$ cat config.mk
export PLATFORM = sky130hd
export DESIGN_NAME = rpr_queue
export DESIGN_NICKNAME = d
export VERILOG_FILES = /design/src/sv/rpr_pkg.sv /design/src/sv/rpr_queue.sv
export SDC_FILE = /design/constraint.sdc
export NUM_CORES = 1
export LEC_CHECK = 0
export ABC_AREA = 1
export BUFFER_PORTS_ARGS = -buffer_cell sky130_fd_sc_hd__clkbuf_2
export CAP_MARGIN = 15
export CORE_UTILIZATION = 52
export DETAILED_ROUTE_END_ITERATION = 10
export HOLD_SLACK_MARGIN = 0.08
export PLACE_DENSITY = 0.91
export SLEW_MARGIN = 20
export SYNTH_ARGS = -nofsm -noshare
export SYNTH_HDL_FRONTEND = slang
export SYNTH_SLANG_ARGS = --single-unit
export TNS_END_PERCENT = 20
$ cat constraint.sdc
create_clock -name clk -period 12.85 [get_ports clk]
set_input_delay 0.6425 -clock clk [delete_from_list [all_inputs] [get_ports clk]]
set_output_delay 0.6425 -clock clk [all_outputs]
set_load 0.01 [all_outputs]
$ cat src/sv/rpr_pkg.sv
// ----------------------------------------------------------------------------
// rpr_pkg
// Shared types, constants and a helper function of the pose residual core.
// ----------------------------------------------------------------------------
package rpr_pkg;

  localparam int FracBits = 16;
  localparam int CfgIdxW  = 3;

  localparam logic [CfgIdxW-1:0] REG_ROT_X   = 3'd0;
  localparam logic [CfgIdxW-1:0] REG_ROT_Y   = 3'd1;
  localparam logic [CfgIdxW-1:0] REG_ROT_Z   = 3'd2;
  localparam logic [CfgIdxW-1:0] REG_SHIFT_X = 3'd3;
  localparam logic [CfgIdxW-1:0] REG_SHIFT_Y = 3'd4;
  localparam logic [CfgIdxW-1:0] REG_SHIFT_Z = 3'd5;

  localparam logic signed [31:0] Q30_ONE = 32'sh4000_0000;

  typedef logic signed [31:0] word_t;
  typedef word_t [8:0] matrix_t;

  typedef struct packed {
    word_t ref_x;
    word_t ref_y;
    word_t ref_z;
    word_t src_x;
    word_t src_y;
    word_t src_z;
    logic  last_sensor;
  } item_t;

  typedef struct packed {
    word_t err_x;
    word_t err_y;
    word_t err_z;
    logic  last_out;
  } result_t;

  typedef struct packed {
    matrix_t   rot;
    word_t [2:0] shift;
  } pose_t;

  // Shift right by 30 with rounding half away from zero.
  function automatic logic signed [34:0] shr_round30(input logic signed [63:0] v);
    logic [63:0] m;
    logic [33:0] r;
    m = v[63] ? (~v + 64'd1) : v;
    r = 34'((m + 64'h2000_0000) >> 30);
    return v[63] ? -$signed({1'b0, r}) : $signed({1'b0, r});
  endfunction

endpackage

$ cat src/sv/rpr_queue.sv
// ----------------------------------------------------------------------------
// rpr_queue
// Two-entry queue that decouples the front from the residual datapath.
// ----------------------------------------------------------------------------
module rpr_queue (
  input  logic           clk,
  input  logic           rst,
  input  logic           push,
  input  rpr_pkg::item_t push_data,
  output logic           full,
  output logic           nonempty,
  input  logic           pop,
  output rpr_pkg::item_t pop_data
);
  import rpr_pkg::*;

  item_t      entries [2];
  logic       wptr;
  logic       rptr;
  logic [1:0] count;

  assign full     = (count == 2'd2);
  assign nonempty = (count != 2'd0);
  assign pop_data = entries[rptr];

  always_ff @(posedge clk) begin
    if (push) begin
      entries[wptr] <= push_data;
    end
    if (rst) begin
      wptr  <= 1'b0;
      rptr  <= 1'b0;
      count <= '0;
    end else begin
      if (push) begin
        wptr <= ~wptr;
      end
      if (pop) begin
        rptr <= ~rptr;
      end
      case ({push, pop})
        2'b10:   count <= count + 2'd1;
        2'b01:   count <= count - 2'd1;
        default: count <= count;
      endcase
    end
  end

endmodule

==> results of run 1 <==
## worst max-delay path by stage
| stage | startpoint | end | slack (ns) | cells after the start |
|---|---|---|---|---|
| finish | flop | pop_data[125] | 9.56 | 3 |
| detailed placement | push | entries[0][186] | 9.70 | 5 |
| global route | flop | pop_data[125] | 9.44 | 3 |
| floorplan | push | entries[0][0] | 3.32 | 2 |
| global placement | push | entries[0][143] | 9.75 | 5 |
| CTS | flop | pop_data[166] | 9.43 | 3 |
## kinds of logic (layout without fill, tap and decap cells)
group / after synthesis / in the layout
XOR/XNOR: 1 / 1
AO/OA/AOI/OAI: 2 / 2
multiplexers: 193 / 193
adder cells (fa/ha/maj): 1 / 1
AND/OR/NAND/NOR: 17 / 17
flip-flops: 391 / 391
buffers and inverters: 28 / 475
## worst reg2reg max path: cells and delay by family (launching register included)
family                 cells  cell delay [ns]
DFF                        1             0.35
and+or+nand+nor            1             0.52
buffers and inverters      2             1.45
## cells in the final DEF (no fill, tap or decap), types with 2 or more instances in the layout
master / Yosys / routed
buf_4: 2 / 6
clkbuf_1: 0 / 6
clkbuf_16: 0 / 39
clkbuf_2: 0 / 391
clkinv_1: 0 / 9
clkinv_2: 0 / 8
clkinv_4: 0 / 2
clkinvlp_4: 0 / 3
dfxtp_1: 5 / 4
edfxtp_1: 386 / 386
inv_1: 7 / 6
inv_6: 0 / 3
mux2_2: 193 / 193
nand2_1: 6 / 6
nor2_1: 9 / 8
## metal layers
metal / up-vias / track usage
li1: 3366 / -
met1: 3655 / 0.217
met2: 384 / 0.362
met3: 71 / 0.0655
met4: 0 / 0.0766
met5: - / 0
## flip-flops by register name, indices dropped and copies added (netlist names), named ones only
signal   cells
rptr         1
wptr         1
count        2
entries    386
## area by class of cell
| type | instances | area (um^2) | area share |
|---|---|---|---|
| multi-input cells | 214 | 2280 | 0.130 |
| flip-flops and latches | 391 | 11700 | 0.664 |
| well taps | 341 | 427 | 0.0242 |
| clock inverters | 25 | 140 | 0.00796 |
| repair buffers | 398 | 2030 | 0.115 |
| inverters | 7 | 33.8 | 0.00192 |
| clock buffers | 45 | 998 | 0.0567 |
## power by group through the flow
stage                     logic (mW)  clock network (mW)  registers [mW]
after floorplan                0.167                   0            1.53
after global placement         0.274                   0            1.52
after detailed placement       0.283                   0            1.53
after CTS                      0.286                1.04            1.50
after global routing           0.303                1.08            1.50
final                          0.285                1.02            1.50
## metrics by stage
step / util / instance area [um^2]
after floorplan: - / 14200
after global placement: 0.612 / 16400
after detailed placement: 0.612 / 16400
after CTS: 0.654 / 17600
after global routing: 0.655 / 17600
final: 0.655 / 17600
==> reports/qor.yml, run 1 <==
critical_path:
  cp-end-kind: "output port"
  rr_endpoint: "entries[0][171]"
  max_stage_delay_ns: 0.81
  startpoint_type: "flop"
  crit_fanout: 72
  path_cells: "buf_4, mux2_2, clkbuf_2"
  critPathArrivalTime_ns: 2.65
  crit_type: "flop to output port"
  cp_slowest_cell: "buf_4"
  ff2ff_path_depth: 3
  r2r_slack_ns: 10.12
  r2r_start: "wptr"
  crit_buf_inv: 2
  cp_top_family: "buffers and inverters"
  required_ns: 12.21
global_route:
  grt_overflow: 0
  grt_pass1_vias: 7858
  grt_pass1_wl_mm: 42.4
  antenna_found_initial: 0
  grt_use_total: 0.200
  grt_max_degree: 117
drt:
  wl_met1_mm: 10.3
  dr.pass1.iters: 4
  top_layer_used: "met4"
  ant_nets: 0
  avgViaCountPerCell: 5.26
  dr_wl_met3_mm: 2.73
  dr_wl_met2_mm: 15.1
  wl_per_cell_um: 20.4
  route.detailed.drc: 0
  vias: 7476
  drt_iter0_drc: 567
  wl_mm: 29.0
run_status:
  status: "complete, no violations"
yosys:
  synth_nets: 831
  synth_compound_area_frac: 0.000705
  yosys-top-cells-area: "edfxtp_1 (82%), mux2_2 (15%), buf_6 (1.3%)"
  yosysTopAreaCell: "edfxtp_1"
  synth_xor_area_frac: 0.000617
  async_reset_ff_frac: 0
  syn_area_um2: 14200
  ys_seq_area_frac: 0.823
  ys_types: 15
  synthFlopType: "edfxtp_1"
  synthSimpleGateAreaFrac: 0.00476
  synth_top_family_by_area: "multiplexers"
  synth_warnings: 0
  synth_fa_ha_area_frac: 0.000881
  syn_avg_cell_area_um2: 22.4
  synth_top_cells_by_count: "edfxtp_1 (386), mux2_2 (193), buf_6 (17), nor2_1 (9), inv_1 (7)"
  synthMuxAreaShare: 0.153
  synth_top_area_share: 0.816
  synthCells: 633
  synth-edff-count: 386
  synth.most_common_cell: "edfxtp_1"
  ys_seq_elements: 391
power_and_ir_drop:
  power_switching_mw: 0.632
  powerDensity_nw_per_um2: 159
  power_mw: 2.80
  power.share.clock: 0.363
  pwr-share-comb: 0.102
  p_sw_frac: 0.226
  seqPwrFrac: 0.535
  irDropWorstVdd_mv: 0.152
  leakage_nw: 6.69
  p_int_mw: 2.17
timing:
  setup_violations: 0
  layout_setup_ws_ns: 9.56
  hold_ws_ns: 0.303
  tns_ns: 0
  finClkSkew_ns: 0.0245
  timing.final.crit_share: 0.256
  tightestPinTransition_ns: 1.07
  relSlewSlack: 0.288
  rsz0062_at_grt: "false"
  finalHoldViolCount: 0
  period_needed_ns: 3.29
  max_freq_mhz: 304
  slew_violations: 0
min_path:
  whs_endpoint: "entries[1][53]"
  min_path_cells: 1
  hold_class: "primary input to flop"
  hold_start: "push_data[53]"
place:
  dp_hpwl_mm: 18.9
  place_ws_ns: 9.70
  dp.cells: 1350
  port_buffers: 391
  place.gp.congestion: 0.752
flow_run:
  max-cap-violations: 0
finish:
  fillers: 1774
  drive_gt1_frac: 0.601
  stdcell_count: 1421
  nets: 1249
  diodes: 0
  area_delta_synth_final_pct: 23.9
die:
  die_h_um: 167
  io_pins: 392
  dieWidth_um: 167
  initial_core_util: 0.529
  die_area_um2: 28000
  core_um2: 26900
  row_count: 60
clocking:
  cts.clk_slew.worst_paths_ns: 0.06
  numCtsBuffers: 39
  cts_setup_buffers: 0
  numClockSinks: 391
  worstSkewPairLatency_ns: 0.52
  cts_htree_levels: 2
  root_buffer: "clkbuf_16"
  cts_buffer_depth: 3
  cts_resized: 0
  hold_buffers: 0
  cts_tree: "built"
(Power assumes the default switching activity.)
==> run 2, diff against run 1 <==
- ABC_AREA: 1 -> 0
- CORE_UTILIZATION: 52 -> 47
- PLACE_DENSITY: 0.91 -> 0.88
- clock period: 12.85 -> 2.9 ns (I/O delays scaled with it)
==> run 2 against run 1 <==
  * Utilization grew 1.6 points
  * Sequential share of layout area is 7.6 points lower
  * Register-to-register slack got worse by 8.9 ns
  * Non-clock buffer count grew 215
  * First-iteration DRC count is 2.5% lower
  * Design area grew 13%
  * Total power increased to 4.7 times the previous value
  * Clock-buffer cell count is 5 higher
  * Final cell count grew 18%
  * Synthesized cell count shrank 1.7%
  * Critical path depth did not move
  * Critical endpoint is now pop_data[82]
  * Highest routed layer is now met5
==> reports/qor.yml, run 2 <==
timing:
  finalHoldViolCount: 0  # unchanged
  timing.final.crit_share: 0.770
  max_freq_mhz: 448
  tns_ns: 0  # unchanged
  period_needed_ns: 2.23
  setup_violations: 0  # unchanged
  rsz0062_at_grt: "false"
  layout_setup_ws_ns: 0.668  # -8.89 ns
  relSlewSlack: 0.519  # +0.231
  tightestPinTransition_ns: 0.719  # -0.348 ns
  slew_violations: 0  # unchanged
  finClkSkew_ns: 0.0135  # -0.0110 ns
yosys:
  syn_avg_cell_area_um2: 22.8  # +1.6%
  synth_nets: 820  # -1.3%
  ys_seq_elements: 391  # unchanged
  synth_top_cells_by_count: "edfxtp_1 (386), mux2_2 (193), buf_6 (17), dfxtp_1 (5), nor2_1 (5)"
  synthCells: 622  # -1.7%
  syn_area_um2: 14200  # -0.12%
  async_reset_ff_frac: 0  # unchanged
  ys_types: 17  # +2
  ys_seq_area_frac: 0.824  # +0.00102
  yosysTopAreaCell: "edfxtp_1"
  synth.most_common_cell: "edfxtp_1"
  yosys-top-cells-area: "edfxtp_1 (82%), mux2_2 (15%), buf_6 (1.3%)"
  synth_top_area_share: 0.817  # +0.00101
  synthFlopType: "edfxtp_1"
  synth-edff-count: 386  # unchanged
  synth_warnings: 0  # unchanged
critical_path:
  path_cells: "buf_12, mux2_2, clkbuf_2"
  crit_fanout: 84  # +17%
  ff2ff_path_depth: 2  # -1
  r2r_slack_ns: 1.18  # -8.94 ns
  max_stage_delay_ns: 0.50  # -0.31 ns
  startpoint_type: "flop"
  r2r_start: "wptr"
  critPathArrivalTime_ns: 2.09  # -0.56 ns
  required_ns: 2.76  # -9.45 ns
  rr_endpoint: "entries[1][163]"
  cp_slowest_cell: "dfxtp_4"
  crit_type: "flop to output port"
  cp-end-kind: "output port"
finish:
  final_cell_area_um2: 19900  # +13%
  largest_reg_flops: 386  # unchanged
  top_regs: "entries x386, count x2"
  area_delta_synth_final_pct: 40.2
  layout_commonest_cell: "clkbuf_2"
  drive_gt1_frac: 0.520  # -0.0810
  final_cell_mix: "clkbuf_2 (391), edfxtp_1 (386), dlygate4sd3_1 (196), mux2_2 (193), clkbuf_16 (41)"
  nets: 1452  # +16%
  largest_register: "entries"
clocking:
  cts_buffer_depth: 3  # unchanged
  root_buffer: "clkbuf_16"
  cts_setup_buffers: 0  # unchanged
  hold_buffers: 196  # +196
  numClockSinks: 391  # unchanged
  cts_tree: "built"
  worstSkewPairLatency_ns: 0.52  # about the same
  cts_htree_levels: 2  # unchanged
  cts.clk_slew.worst_paths_ns: 0.06  # about the same
  numCtsBuffers: 38  # -2.6%
  cts_resized: 0  # unchanged
power_and_ir_drop:
  leakage_nw: 7.63  # +14%
  powerDensity_nw_per_um2: 659  # +310%
  irDropWorstVdd_mv: 0.752  # +390%
place:
  dp_hpwl_mm: 20.6  # +9.3%
  port_buffers: 391  # unchanged
  place_area_um2: 16700  # +1.8%
  place.gp.congestion: 0.819  # +8.9%
  place_ws_ns: 1.15  # -8.54 ns
global_route:
  antenna_found_initial: 7  # +7
  grt_overflow: 0  # unchanged
  grt_use_total: 0.225  # +0.0245
  grt_pass1_vias: 9211  # +17%
  grt_max_degree: 85  # -27%
  grt_pass1_wl_mm: 51.9  # +22%
min_path:
  min_path_cells: 3  # +2
  hold_class: "primary input to flop"
  whs_endpoint: "entries[0][88]"
  hold_start: "push"
die:
  io_pins: 392  # unchanged
  die_area_um2: 30900  # +10%
  dieWidth_um: 176  # +5.1%
  core_um2: 29600  # +10%
  initial_core_util: 0.479  # -0.0499
  row_count: 63  # +5.0%
  die_h_um: 176  # +5.1%
drt:
  drt_iter0_drc: 553  # -2.5%
  route.detailed.drc: 0  # unchanged
  avgViaCountPerCell: 5.07  # -3.6%
  wl_mm: 35.8  # +23%
  wl_per_cell_um: 21.3  # +4.4%
  vias: 8507  # +14%
  dr.pass1.iters: 5  # +1
  ant_nets: 0  # unchanged
flow_run:
  max-cap-violations: 0  # unchanged
run_status:
  status: "complete, no violations"
==> run 2: stage by stage <==
step / std cells / utilization / power [mW] / hold slack, ns
2_1_floorplan: 622 / - / 7.59 / 0.210
3_3_place_gp: 1408 / 0.564 / 8.15 / 0.334
3_5_place_dp: 1408 / 0.564 / 8.22 / 0.338
4_1_cts: 1671 / 0.671 / 13.1 / 0.238
5_1_grt: 1677 / 0.671 / 13.5 / 0.276
6_report: 1678 / 0.671 / 13.1 / 0.253
==> run 2: area by class of cell <==
type / instances / area (um^2)
diodes: 7 / 17.5
clock buffers: 50 / 1060
repair buffers: 613 / 4210
flip-flops and latches: 391 / 11700
fillers: 1871 / 9750
well taps: 390 / 488
multi-input cells: 209 / 2290
inverters: 1 / 3.75
clock inverters: 17 / 125
==> run 2: per-layer routing <==
layer  track usage  wire length (um)  vias to the layer above  part of all wire
met3        0.0587              3170                       85             0.089
met1         0.242             12400                     4172              0.35
met2         0.418             19100                      484              0.53
li1              -                 -                     3764                 -
met4        0.0866              1150                        2             0.032
met5             0                13                        -           0.00036
==> run 2: how the worst max path moves through the flow <==
| stage | start | depth (start not counted) | slack, ns | end |
|---|---|---|---|---|
| 6_report | flop | 3 | 0.67 | pop_data[82] |
| 3_5_place_dp | push | 4 | 1.15 | entries[0][139] |
| 5_1_grt | flop | 3 | 0.60 | pop_data[73] |
| 3_3_place_gp | push | 4 | 1.20 | entries[0][135] |
| 2_1_floorplan | wptr | 1 | -0.68 | entries[0][0] |
| 4_1_cts | flop | 3 | 0.66 | pop_data[82] |
==> run 2: cell families (layout without fill, tap and decap cells) <==
kind of cell             Yosys count  in the layout  share of synthesized area
XOR/XNOR                           4              4                    0.00247
other                              0              7                          0
AND/OR/NAND/NOR                    9              9                    0.00326
multiplexers                     193            193                      0.153
flip-flops                       391            391                      0.824
AO/OA/AOI/OAI                      2              2                   0.000705
adder cells (fa/ha/maj)            1              1                   0.000882
buffers and inverters             22            681                     0.0155
==> run 2: power breakdown <==
part	total, mW	switching (mW)	internal (mW)
clock	4.72	1.98	2.74
combinational	1.67	0.850	0.825
sequential	6.71	0.106	6.60
==> run 2: worst max-delay path, delay by kind of cell, from the launching register on <==
| family | cells | cell delay [ns] |
|---|---|---|
| buf+inv | 2 | 0.55 |
| flops | 1 | 0.50 |
| mux | 1 | 0.43 |
==> run 3, diff against run 2 <==
- ABC_AREA: 0 -> 1
- CORE_UTILIZATION: 47 -> 52
- PLACE_DENSITY: 0.88 -> 0.91
- clock period: 2.9 -> 2.25 ns (I/O delays scaled with it)
==> run 3 against run 2 <==
  * Non-clock buffer count is 16 lower
  * Total power is 27% higher
  * Critical path depth stayed put
  * Global-route usage is 3.3 points higher
  * Via count is 1.9% higher
  * Design area is 1.0% lower
  * Critical endpoint is now pop_data[147]
  * Largest cell class unchanged
  * Largest power group unchanged
  * Highest routed layer is now met4
==> reports/qor.yml, run 3 (synthesized netlist as in run 1, its figures left out) <==
global_route:
  grt_max_degree: 100  # +18%
  grt_pass1_wl_mm: 53.5  # +3.2%
  grt_use_total: 0.257  # +0.0326
  antenna_found_initial: 2  # -5
  grt_overflow: 0  # unchanged
  grt_pass1_vias: 9359  # +1.6%
finish:
  multi_input_area_um2: 2280  # -0.22%
  area_delta_synth_final_pct: 38.6
  top_regs: "entries x386, count x2"
  nets: 1448  # -0.28%
  seq_area_um2: 11700  # unchanged
  fillers: 1437  # -23%
  final_cell_mix: "clkbuf_2 (391), edfxtp_1 (386), dlygate4sd3_1 (197), mux2_2 (193), clkbuf_16 (41)"
  fin_util: 0.733  # +0.0615
  largest_register: "entries"
  drive_gt1_frac: 0.505  # -0.0144
  layout_commonest_cell: "clkbuf_2"
  largest_reg_flops: 386  # unchanged
clocking:
  worstSkewPairLatency_ns: 0.51  # about the same
  cts_buffer_depth: 3  # unchanged
  cts_tree: "built"
  numCtsBuffers: 39  # +2.6%
  numClockSinks: 391  # unchanged
  cts_htree_levels: 2  # unchanged
  cts.clk_slew.worst_paths_ns: 0.06  # about the same
  root_buffer: "clkbuf_16"
die:
  initial_core_util: 0.529  # +0.0499
  row_count: 60  # -4.8%
  die_h_um: 167  # -4.8%
  io_pins: 392  # unchanged
  die_area_um2: 28000  # -9.4%
  dieWidth_um: 167  # -4.8%
  core_um2: 26900  # -9.3%
drt:
  drt_iter0_drc: 764  # +38%
  dr.pass1.iters: 5  # unchanged
  vias: 8671  # +1.9%
  ant_nets: 0  # unchanged
  wl_mm: 36.8  # +2.7%
  avgViaCountPerCell: 5.35  # +5.6%
  route.detailed.drc: 0  # unchanged
  wl_per_cell_um: 22.7  # +6.4%
flow_run:
  max-cap-violations: 0  # unchanged
timing:
  hold_ws_ns: 0.330  # +0.0766 ns
  setup_violations: 0  # unchanged
  relSlewSlack: 0.585  # +0.0653
  rsz0062_at_grt: "false"
  period_needed_ns: 2.07
  slew_violations: 0  # unchanged
  tightestPinTransition_ns: 0.623  # -0.0962 ns
  finClkSkew_ns: 0.0124  # -0.00104 ns
  max_freq_mhz: 483
  finalHoldViolCount: 0  # unchanged
  timing.final.crit_share: 0.921
power_and_ir_drop:
  power_mw: 16.6  # +27%
  powerDensity_nw_per_um2: 843  # +28%
  irDropWorstVdd_mv: 0.767  # +2.0%
  leakage_nw: 7.54  # -1.1%
critical_path:
  crit_fanout: 99  # +18%
  path_cells: "buf_12, mux2_2, clkbuf_2"
  required_ns: 2.14  # -0.62 ns
  max_stage_delay_ns: 0.43  # -0.07 ns
  cp-end-kind: "output port"
  cp_slowest_cell: "mux2_2"
  startpoint_type: "flop"
  critPathArrivalTime_ns: 1.96  # -0.13 ns
  crit_type: "flop to output port"
place:
  port_buffers: 391  # unchanged
  place.gp.congestion: 0.768  # -6.2%
  dp_hpwl_mm: 20.2  # -2.2%
run_status:
  status: "complete, no violations"
min_path:
  hold_class: "primary input to flop"
[run 3: timing repair]
| item | CTS | global route |
|---|---|---|
| hold buffers | 197 | 0 |
| endpoints found under the hold margin | 391 | 0 |
| setup buffers | 0 | 0 |
| gates resized for setup | 0 | 0 |
[run 3: through the flow]
stage	cell area, um^2	std cells	worst slack, ns	TNS [ns]
after detailed placement	16500	1353	0.700	0
after floorplan	14200	633	-1.42	-532.63
final	19700	1620	0.178	0
after CTS	19700	1617	0.198	0
after global placement	16500	1353	0.744	0
after global routing	19700	1619	0.114	0
[run 3: worst paths after layout]
path / from / depth (start not counted) / end / slack (ns)
max: flop / 3 / pop_data[147] / 0.18
min: push_data[76] / 2 / entries[0][76] / 0.33
max reg2reg: wptr / 4 / entries[1][107] / 0.70
min reg2reg: rptr / 2 / rptr / 0.52
[run 3: power by group]
part | switching [mW] | total (mW) | internal, mW
sequential | 0.117 | 8.56 | 8.44
clock | 2.59 | 6.00 | 3.41
combinational | 1.05 | 2.03 | 0.983
total | 3.75 | 16.6 | 12.8
[run 3: final cells by class]
type | count | share of cell area
Inverter | 7 | 0.00152
Clock inverter | 20 | 0.00591
Antenna cell | 3 | 0.000381
Timing Repair Buffer | 597 | 0.207
Tap cell | 341 | 0.0217
Multi-Input combinational cell | 214 | 0.116
Sequential cell | 391 | 0.594
Clock buffer | 47 | 0.0532
[run 3: critical path: cells and delay by family (launching register included)]
| family | cells | cell delay [ns] |
|---|---|---|
| buffers and inverters | 2 | 0.51 |
| multiplexers | 1 | 0.43 |
| flip-flops | 1 | 0.37 |
[run 3: layer usage]
metal  up-vias  wire, um  part of all wire  GRT usage
met5         -         0                 0          0
met1      4308     12600              0.34      0.277
li1       3748         -                 -          -
met2       519     19600              0.53      0.476
met3        96      3190             0.087     0.0688
met4         0      1350             0.037      0.107
